### src/rtl/pisa_pkg.sv
// Shared types, widths and register codes for the PID controller with
// integral separation and anti-windup. No dependencies.
package pisa_pkg;

	localparam int SAMPLE_WIDTH   = 16;
	localparam int GAIN_FRAC_BITS = 8;

	localparam int GAIN_W  = 16;
	localparam int LIMIT_W = 31;
	localparam int THR_W   = 17;
	localparam int DRIVE_W = 32;
	localparam int ACC_W   = LIMIT_W + 1;
	localparam int CFG_W   = LIMIT_W;
	localparam int REG_IDX_W = 3;

	localparam int ERR_W   = SAMPLE_WIDTH + 1;
	localparam int DIFF_W  = SAMPLE_WIDTH + 2;
	localparam int PPROD_W = GAIN_W + ERR_W;
	localparam int DPROD_W = GAIN_W + DIFF_W;
	localparam int P_W     = PPROD_W - GAIN_FRAC_BITS;
	localparam int D_W     = DPROD_W - GAIN_FRAC_BITS;
	localparam int I_W     = PPROD_W - GAIN_FRAC_BITS;
	localparam int AI_W    = ((ACC_W > I_W) ? ACC_W : I_W) + 1;
	localparam int SUM_MAXW = (P_W > ACC_W) ? ((P_W > D_W) ? P_W : D_W)
	                                        : ((ACC_W > D_W) ? ACC_W : D_W);
	localparam int SUM_W   = SUM_MAXW + 2;
	localparam int CMP_W   = (ERR_W > THR_W) ? ERR_W : THR_W;

	typedef enum logic [REG_IDX_W-1:0] {
		REG_GAIN_P         = 3'd0,
		REG_GAIN_I         = 3'd1,
		REG_GAIN_D         = 3'd2,
		REG_OUTPUT_LIMIT   = 3'd3,
		REG_INTEGRAL_LIMIT = 3'd4,
		REG_SEP_THRESHOLD  = 3'd5
	} reg_idx_t;

	localparam logic CMD_STEP  = 1'b0;
	localparam logic CMD_CLEAR = 1'b1;

	typedef struct packed {
		logic signed [GAIN_W-1:0] gain_p;
		logic signed [GAIN_W-1:0] gain_i;
		logic signed [GAIN_W-1:0] gain_d;
		logic [LIMIT_W-1:0]       output_limit;
		logic [LIMIT_W-1:0]       integral_limit;
		logic [THR_W-1:0]         separation_threshold;
	} cfg_t;

	typedef struct packed {
		logic                           cmd;
		logic signed [SAMPLE_WIDTH-1:0] setpoint;
		logic signed [SAMPLE_WIDTH-1:0] measured;
	} in_item_t;

	typedef struct packed {
		logic signed [DRIVE_W-1:0] drive;
		logic                      output_clamped;
		logic                      integral_clamped;
	} out_item_t;

endpackage

### src/rtl/pisa_in_if.sv
// Input channel: valid/ready handshake carrying one control command beat.
// Depends on pisa_pkg for the sample width.
interface pisa_in_if;
	logic                                     valid;
	logic                                     ready;
	logic                                     cmd;
	logic signed [pisa_pkg::SAMPLE_WIDTH-1:0] setpoint;
	logic signed [pisa_pkg::SAMPLE_WIDTH-1:0] measured;

	modport source (output valid, output cmd, output setpoint, output measured, input ready);
	modport sink   (input valid, input cmd, input setpoint, input measured, output ready);
endinterface

### src/rtl/pisa_out_if.sv
// Output channel: valid/ready handshake carrying one drive result beat.
// Depends on pisa_pkg for the drive width.
interface pisa_out_if;
	logic                                valid;
	logic                                ready;
	logic signed [pisa_pkg::DRIVE_W-1:0] drive;
	logic                                output_clamped;
	logic                                integral_clamped;

	modport source (output valid, output drive, output output_clamped,
	                output integral_clamped, input ready);
	modport sink   (input valid, input drive, input output_clamped,
	                input integral_clamped, output ready);
endinterface

### src/rtl/pisa_cfg_regs.sv
// Configuration register bank: gains, limits and separation threshold.
// Depends on pisa_pkg for cfg_t and the register codes.
module pisa_cfg_regs (
	input  logic                            clk,
	input  logic                            arst_n,
	input  logic                            cfg_we,
	input  logic [pisa_pkg::REG_IDX_W-1:0]  cfg_index,
	input  logic [pisa_pkg::CFG_W-1:0]      cfg_data,
	output pisa_pkg::cfg_t                  cfg
);

	pisa_pkg::cfg_t cfg_q;

	always_ff @(posedge clk or negedge arst_n) begin
		if (!arst_n) begin
			cfg_q.gain_p               <= '0;
			cfg_q.gain_i               <= '0;
			cfg_q.gain_d               <= '0;
			cfg_q.output_limit         <= '1;
			cfg_q.integral_limit       <= '1;
			cfg_q.separation_threshold <= '0;
		end else if (cfg_we) begin
			case (cfg_index)
				pisa_pkg::REG_GAIN_P: begin
					cfg_q.gain_p <= cfg_data[pisa_pkg::GAIN_W-1:0];
				end
				pisa_pkg::REG_GAIN_I: begin
					cfg_q.gain_i <= cfg_data[pisa_pkg::GAIN_W-1:0];
				end
				pisa_pkg::REG_GAIN_D: begin
					cfg_q.gain_d <= cfg_data[pisa_pkg::GAIN_W-1:0];
				end
				pisa_pkg::REG_OUTPUT_LIMIT: begin
					cfg_q.output_limit <= cfg_data[pisa_pkg::LIMIT_W-1:0];
				end
				pisa_pkg::REG_INTEGRAL_LIMIT: begin
					cfg_q.integral_limit <= cfg_data[pisa_pkg::LIMIT_W-1:0];
				end
				pisa_pkg::REG_SEP_THRESHOLD: begin
					cfg_q.separation_threshold <= cfg_data[pisa_pkg::THR_W-1:0];
				end
				default: begin
				end
			endcase
		end
	end

	assign cfg = cfg_q;

endmodule

### src/rtl/pisa_core.sv
// Control-law datapath: error, P/I/D products, integral update with
// separation and hold, clamps, plus the integral and last-error state.
// Depends on pisa_pkg for types and widths.
module pisa_core (
	input  logic                 clk,
	input  logic                 arst_n,
	input  logic                 fire,
	input  pisa_pkg::in_item_t   item,
	input  pisa_pkg::cfg_t       cfg,
	output pisa_pkg::out_item_t  result
);

	localparam int ERR_W = pisa_pkg::ERR_W;
	localparam int ACC_W = pisa_pkg::ACC_W;
	localparam int AI_W  = pisa_pkg::AI_W;
	localparam int SUM_W = pisa_pkg::SUM_W;
	localparam int CMP_W = pisa_pkg::CMP_W;
	localparam int FRAC  = pisa_pkg::GAIN_FRAC_BITS;

	logic signed [ACC_W-1:0] acc_q;
	logic signed [ERR_W-1:0] prev_err_q;

	logic signed [ERR_W-1:0]              err;
	logic signed [pisa_pkg::DIFF_W-1:0]   diff;
	logic        [ERR_W-1:0]              err_abs;
	logic signed [pisa_pkg::PPROD_W-1:0]  p_prod;
	logic signed [pisa_pkg::PPROD_W-1:0]  i_prod;
	logic signed [pisa_pkg::DPROD_W-1:0]  d_prod;
	logic signed [pisa_pkg::P_W-1:0]      p_term;
	logic signed [pisa_pkg::I_W-1:0]      i_term;
	logic signed [pisa_pkg::D_W-1:0]      d_term;
	logic signed [ACC_W-1:0]              ilim;
	logic signed [ACC_W-1:0]              ilim_neg;
	logic signed [SUM_W-1:0]              olim;
	logic signed [SUM_W-1:0]              olim_neg;
	logic                                 integrate;
	logic                                 hold;
	logic signed [AI_W-1:0]               acc_sum;
	logic signed [ACC_W-1:0]              acc_upd;
	logic signed [ACC_W-1:0]              acc_next;
	logic signed [SUM_W-1:0]              sum;
	logic signed [SUM_W-1:0]              drive_full;
	logic                                 oclamp;
	logic                                 iclamp;

	assign err  = ERR_W'(item.setpoint) - ERR_W'(item.measured);
	assign diff = pisa_pkg::DIFF_W'(err) - pisa_pkg::DIFF_W'(prev_err_q);
	assign err_abs = err[ERR_W-1] ? ERR_W'(-err) : err;

	assign p_prod = pisa_pkg::PPROD_W'(cfg.gain_p) * pisa_pkg::PPROD_W'(err);
	assign i_prod = pisa_pkg::PPROD_W'(cfg.gain_i) * pisa_pkg::PPROD_W'(err);
	assign d_prod = pisa_pkg::DPROD_W'(cfg.gain_d) * pisa_pkg::DPROD_W'(diff);

	// dropping the fraction bits is a floor shift on two's complement
	assign p_term = p_prod[pisa_pkg::PPROD_W-1:FRAC];
	assign i_term = i_prod[pisa_pkg::PPROD_W-1:FRAC];
	assign d_term = d_prod[pisa_pkg::DPROD_W-1:FRAC];

	assign ilim     = ACC_W'(cfg.integral_limit);
	assign ilim_neg = -ilim;
	assign olim     = SUM_W'(cfg.output_limit);
	assign olim_neg = -olim;

	assign integrate = (cfg.separation_threshold == '0) ||
	                   (CMP_W'(err_abs) < CMP_W'(cfg.separation_threshold));

	// stop accumulating when already at a limit and the error pushes further
	assign hold = ((acc_q >= ilim) && !err[ERR_W-1] && (err != '0)) ||
	              ((acc_q <= ilim_neg) && err[ERR_W-1]);

	always_comb begin
		acc_sum = hold ? AI_W'(acc_q) : (AI_W'(acc_q) + AI_W'(i_term));
		if (acc_sum > AI_W'(ilim)) begin
			acc_upd = ilim;
		end else if (acc_sum < AI_W'(ilim_neg)) begin
			acc_upd = ilim_neg;
		end else begin
			acc_upd = acc_sum[ACC_W-1:0];
		end
		acc_next = integrate ? acc_upd : acc_q;
	end

	assign iclamp = (acc_next >= ilim) || (acc_next <= ilim_neg);

	always_comb begin
		sum = SUM_W'(p_term) + SUM_W'(acc_next) + SUM_W'(d_term);
		oclamp = 1'b0;
		drive_full = sum;
		if (sum > olim) begin
			drive_full = olim;
			oclamp = 1'b1;
		end else if (sum < olim_neg) begin
			drive_full = olim_neg;
			oclamp = 1'b1;
		end
	end

	always_comb begin
		if (item.cmd == pisa_pkg::CMD_CLEAR) begin
			result = '0;
		end else begin
			result.drive            = drive_full[pisa_pkg::DRIVE_W-1:0];
			result.output_clamped   = oclamp;
			result.integral_clamped = iclamp;
		end
	end

	always_ff @(posedge clk or negedge arst_n) begin
		if (!arst_n) begin
			acc_q      <= '0;
			prev_err_q <= '0;
		end else if (fire) begin
			if (item.cmd == pisa_pkg::CMD_CLEAR) begin
				acc_q      <= '0;
				prev_err_q <= '0;
			end else begin
				acc_q      <= acc_next;
				prev_err_q <= err;
			end
		end
	end

endmodule

### src/rtl/pid_integral_separation_antiwindup.sv
// Top level of the fixed-point PID controller with integral separation and
// anti-windup. Depends on pisa_pkg, pisa_in_if, pisa_out_if, pisa_cfg_regs, pisa_core.

// Throughput is one command beat per clock while the result channel is not
// stalled: the integral and last-error registers close their loop as each
// beat leaves the input register, so a new beat is taken every cycle while
// results keep draining. The command beat waits in the input register,
// during which the control law is evaluated, and the state and result
// register load when the beat advances; the result beat is then offered
// on the output channel. Backpressure on the result channel stalls the
// pipeline without losing beats. Configuration writes take effect on the
// next clock and should be made only while no beat is in flight. A clear
// command zeroes the integral and last error and returns a zero drive.
module pid_integral_separation_antiwindup (
	input  logic                            clk,
	input  logic                            arst_n,
	input  logic                            cfg_we,
	input  logic [pisa_pkg::REG_IDX_W-1:0]  cfg_index,
	input  logic [pisa_pkg::CFG_W-1:0]      cfg_data,
	pisa_in_if.sink                         in_ch,
	pisa_out_if.source                      out_ch
);

	pisa_pkg::cfg_t      cfg;
	pisa_pkg::in_item_t  item_s1;
	logic                valid_s1;
	pisa_pkg::out_item_t result;
	pisa_pkg::out_item_t res_s2;
	logic                valid_s2;
	logic                advance;
	logic                fire;

	pisa_cfg_regs u_cfg (
		.clk       (clk),
		.arst_n    (arst_n),
		.cfg_we    (cfg_we),
		.cfg_index (cfg_index),
		.cfg_data  (cfg_data),
		.cfg       (cfg)
	);

	pisa_core u_core (
		.clk    (clk),
		.arst_n (arst_n),
		.fire   (fire),
		.item   (item_s1),
		.cfg    (cfg),
		.result (result)
	);

	// result register free or emptying this cycle
	assign advance     = !valid_s2 || out_ch.ready;
	assign fire        = valid_s1 && advance;
	assign in_ch.ready = !valid_s1 || advance;

	always_ff @(posedge clk or negedge arst_n) begin
		if (!arst_n) begin
			valid_s1 <= 1'b0;
		end else if (in_ch.ready) begin
			valid_s1 <= in_ch.valid;
		end
	end

	always_ff @(posedge clk) begin
		if (in_ch.ready && in_ch.valid) begin
			item_s1.cmd      <= in_ch.cmd;
			item_s1.setpoint <= in_ch.setpoint;
			item_s1.measured <= in_ch.measured;
		end
	end

	always_ff @(posedge clk or negedge arst_n) begin
		if (!arst_n) begin
			valid_s2 <= 1'b0;
		end else if (advance) begin
			valid_s2 <= valid_s1;
		end
	end

	always_ff @(posedge clk) begin
		if (fire) begin
			res_s2 <= result;
		end
	end

	assign out_ch.valid            = valid_s2;
	assign out_ch.drive            = res_s2.drive;
	assign out_ch.output_clamped   = res_s2.output_clamped;
	assign out_ch.integral_clamped = res_s2.integral_clamped;

endmodule
### src/flat_wrapper.sv
// flat-port wrapper written by rule: the top's interface ports become plain ports
module pid_integral_separation_antiwindup_flat 
  (clk, arst_n, cfg_we, cfg_index, cfg_data, in_ch_valid, in_ch_cmd, in_ch_setpoint, in_ch_measured, in_ch_ready, out_ch_valid, out_ch_drive, out_ch_output_clamped, out_ch_integral_clamped, out_ch_ready);
  pisa_in_if in_ch_i ();
  pisa_out_if out_ch_i ();
  input  logic clk;
  input  logic arst_n;
  input  logic cfg_we;
  input  logic [pisa_pkg::REG_IDX_W-1:0] cfg_index;
  input  logic [pisa_pkg::CFG_W-1:0] cfg_data;
  input wire logic [$bits(in_ch_i.valid)-1:0] in_ch_valid;
  input wire logic [$bits(in_ch_i.cmd)-1:0] in_ch_cmd;
  input wire logic [$bits(in_ch_i.setpoint)-1:0] in_ch_setpoint;
  input wire logic [$bits(in_ch_i.measured)-1:0] in_ch_measured;
  output wire logic [$bits(in_ch_i.ready)-1:0] in_ch_ready;
  output wire logic [$bits(out_ch_i.valid)-1:0] out_ch_valid;
  output wire logic [$bits(out_ch_i.drive)-1:0] out_ch_drive;
  output wire logic [$bits(out_ch_i.output_clamped)-1:0] out_ch_output_clamped;
  output wire logic [$bits(out_ch_i.integral_clamped)-1:0] out_ch_integral_clamped;
  input wire logic [$bits(out_ch_i.ready)-1:0] out_ch_ready;
  assign in_ch_i.valid = in_ch_valid;
  assign in_ch_i.cmd = in_ch_cmd;
  assign in_ch_i.setpoint = in_ch_setpoint;
  assign in_ch_i.measured = in_ch_measured;
  assign in_ch_ready = in_ch_i.ready;
  assign out_ch_valid = out_ch_i.valid;
  assign out_ch_drive = out_ch_i.drive;
  assign out_ch_output_clamped = out_ch_i.output_clamped;
  assign out_ch_integral_clamped = out_ch_i.integral_clamped;
  assign out_ch_i.ready = out_ch_ready;
  pid_integral_separation_antiwindup u_core (.clk(clk), .arst_n(arst_n), .cfg_we(cfg_we), .cfg_index(cfg_index), .cfg_data(cfg_data), .in_ch(in_ch_i), .out_ch(out_ch_i));
endmodule
### config.mk
export PLATFORM = sky130hd
export DESIGN_NAME = pid_integral_separation_antiwindup_flat
export DESIGN_NICKNAME = d
export VERILOG_FILES = /design/src/rtl/pisa_pkg.sv /design/src/rtl/pisa_in_if.sv /design/src/rtl/pisa_out_if.sv /design/src/rtl/pisa_cfg_regs.sv /design/src/rtl/pisa_core.sv /design/src/rtl/pid_integral_separation_antiwindup.sv /design/src/flat_wrapper.sv
export SDC_FILE = /design/constraint.sdc
export NUM_CORES = 2
export LEC_CHECK = 0
export BUFFER_PORTS_ARGS = -buffer_cell sky130_fd_sc_hd__buf_4
export CAP_MARGIN = 20
export CORE_UTILIZATION = 53
export CTS_CLUSTER_DIAMETER = 150
export CTS_CLUSTER_SIZE = 40
export DETAILED_ROUTE_END_ITERATION = 12
export PLACE_DENSITY = 0.69
export REMOVE_ABC_BUFFERS = 1
export SLEW_MARGIN = 20
export SYNTH_ARGS = -nofsm -noshare
export SYNTH_HDL_FRONTEND = slang
export SYNTH_SLANG_ARGS = --single-unit
### constraint.sdc
create_clock -name clk -period 20.8 [get_ports clk]
set_input_delay 0 -clock clk [delete_from_list [all_inputs] [get_ports clk]]
set_output_delay 0 -clock clk [all_outputs]
set_load 0.02 [all_outputs]
==> metrics <==
final WL 168000 um; cells after synthesis 6242; critical path capture point type flop; area of the core 103800 um2; DR iter-0 viols 3737; final worst slack 1.203 ns; CTS clk-pin slew, worst paths 0.16 ns; vias in the first global route 46.61k; HPWL Detailed 133400 um; Worst EP arrival 20.04 ns; Synth Register Bits 245; clock buffer depth 3; Worst slew margin 30.75%; Clk Latency, worst-skew pair 0.61 ns; hold_ws -0.003280 ns; most frequent cells in the layout 1117 x inv_1, 868 x fa_1, 665 x nand2_1; Post-DRT Antenna Nets 0; critical path class flop to flop; largest net degree at the start of global routing 88; CTS tree built; root buf cell clkbuf_16; layout cells sized above 1 7.827%; DIE WIDTH 326.0 um; Netlist Area Pre-Place 55640 um2; Max Fclk 51.03 MHz; hold crit path type input pin to async pin; Pre-antenna DRT Iters 6; CP max-delay cell fa_1; Period Utilization, post-route 94.22%; area grow syn2layout 6.931%; status complete, but fails checks; setup TNS 0 ns; Setup Skew 0.09635 ns; Total GRT Usage 32.10%; clock sink total 245; wire length per cell 21.95 um; DRC errors left 0; Layout Nets 7823; register-to-register setup slack 1.20 ns; slowest stage delay, CP 0.54 ns; CP bufs+invs 7; worst endpoint required time 21.24 ns; R2R Path End u_core.out_ch.drive[18]$_SDFFCE_PP0P_; CP Max Fanout 27; placed instance area 58160 um2; Slew Limit Fails 0; Ports 108; gpl congestion 0.9862; Die Area 106300 um2; CP Launch Type flop; Yosys Warn Count 0; Reg-to-Reg Start u_core.item_s1[20]$_DFFE_PP_; Critical Path Most Common Cell fa_1; via-per-instance ratio 5.891; Starting Density 53.61%; Seq/Total Area, Yosys 11.76%; most common cell after layout, fill and taps aside inv_1; CTS Buf Count 14; post-synthesis area per instance 8.914 um2; failing checks hold timing; R2R depth 74; EDFF count, synth 67; first-pass GRT wire length 266400 um; Crit path max-delay family compound AO/OA/AOI/OAI gates; Filler Cell Count 9289; Die Span Y 326.0 um; fraction of registers with async set/reset 72.65%; Via Count 45.09k; max-capacitance violation count 0; Cell variety after synth 88; CTS H-tree depth 1; dpl ws 0.6139 ns; worst slew pin tran 1.013 ns; Port Buffer Count 107; # rows 118; final setup fails 0; initial antenna violation count 5; post-layout min period 19.60 ns; Final Cell Area 59500 um2; gr ovfl total 0; final hold violation count 2; Setup crit start u_core.item_s1[20]$_DFFE_PP_; Top FF cell, synth dfrtp_1
## cell type report
class | instances | area (um2) | share of cell area [%]
sequential | 245 | 6544 | 11.00
antenna | 2 | 5.005 | 0.008412
multi-input combinational | 4607 | 44140 | 74.19
clock inverter | 9 | 222.7 | 0.3743
timing repair buffer | 278 | 2280 | 3.832
clock buffer | 15 | 375.4 | 0.6309
tap | 1380 | 1727 | 2.902
inverter | 1119 | 4200 | 7.060
## through the flow
stage | utilization (%) | instances
finish | 57.32 | 7655
global route | 57.32 | 7653
CTS | 57.26 | 7649
detailed placement | 56.03 | 7557
global placement | 56.02 | 7556
floorplan | - | 5971
## state kept, by name, summed over array words and instances (netlist names)
register / cells
u_core.out_ch.drive: 32
u_core.out_ch.output_clamped: 1
u_core.out_ch.integral_clamped: 1
u_core.valid_s1: 1
u_core.u_core.acc_q: 32
u_core.u_cfg.cfg: 127
u_core.out_ch.valid: 1
u_core.item_s1: 33
u_core.u_core.prev_err_q: 17
## worst max path at each step
stage	endpoint	slack, ns	cells past startpoint
after CTS	u_core.out_ch.drive[10]$_SDFFCE_PP0P_	0.57	72
after floorplan	u_core.out_ch.drive[31]$_SDFFCE_PP0P_	-0.77	58
after detailed placement	u_core.out_ch.drive[10]$_SDFFCE_PP0P_	0.61	74
after global routing	u_core.out_ch.drive[9]$_SDFFCE_PP0P_	-0.01	70
final	u_core.out_ch.drive[18]$_SDFFCE_PP0P_	1.20	74
after global placement	u_core.out_ch.drive[8]$_SDFFCE_PP0P_	0.82	73
## kinds of logic (layout without fill, tap and decap cells)
kind of cell | after synthesis | count (layout) | share of synthesized area (%)
adder cells (fa/ha/maj) | 1488 | 1488 | 45.16
other | 0 | 2 | 0
buffers and inverters | 1390 | 1421 | 9.404
XOR/XNOR | 229 | 229 | 3.605
flip-flops | 245 | 245 | 11.76
AO/OA/AOI/OAI | 965 | 965 | 11.51
multiplexers | 141 | 141 | 2.802
AND/OR/NAND/NOR | 1784 | 1784 | 15.75
## metal layers
layer  vias to the layer above  track usage, %  part of all wire (%)  wire, um
met2                      1773           53.42                    48     80980
met5                         -               0                     0         0
met3                       351           4.116                   7.3     12190
met4                         0           12.03                   4.0      6681
met1                     22687           42.73                    41     68180
li1                      20283               -                     -         -
## worst register-to-register path: cells and delay by family, from the launching register on
kind,cells,cell delay [ns]
AO/OA/AOI/OAI,36,8.67
adder cells (fa/ha/maj),14,5.51
AND/OR/NAND/NOR,13,3.16
buffers and inverters,7,0.93
XOR/XNOR,3,0.58
flip-flops,1,0.39
multiplexers,1,0.20
## cells in the mapped netlist (all sizes together) (23+ instances only)
| library cell | n | share of area [%] |
|---|---|---|
| a211oi | 53 | 0.72 |
| a21o | 115 | 1.6 |
| a21oi | 231 | 2.1 |
| and2 | 267 | 3.0 |
| clkbuf | 250 | 1.7 |
| dfrtp | 116 | 5.2 |
| dfstp | 62 | 2.9 |
| edfxtp | 67 | 3.6 |
| fa | 868 | 31 |
| ha | 618 | 14 |
| inv | 1118 | 7.5 |
| mux2 | 118 | 2.4 |
| mux2i | 23 | 0.41 |
| nand2 | 666 | 4.5 |
| nand2b | 73 | 0.82 |
| nand3 | 82 | 0.75 |
| nand4 | 71 | 0.80 |
| nor2 | 254 | 1.7 |
| nor2b | 111 | 1.2 |
| nor3 | 105 | 0.94 |
| nor4 | 30 | 0.36 |
| o211ai | 40 | 0.55 |
| o21a | 53 | 0.72 |
| o21ai | 214 | 1.9 |
| o31ai | 38 | 0.51 |
| or3 | 26 | 0.29 |
| xnor2 | 185 | 2.9 |
| xor2 | 44 | 0.69 |
## what timing repair did
item                       4_1_cts  5_1_grt
setup endpoints to repair        0       33
hold buffers                    68        0
hold endpoints to repair       248        0
resized for setup                0        9
buffers inserted                 0        4
Power is left out: the tool's default activity adds up to more than one toggle a clock period on the data nets, which glitch-free logic cannot reach.
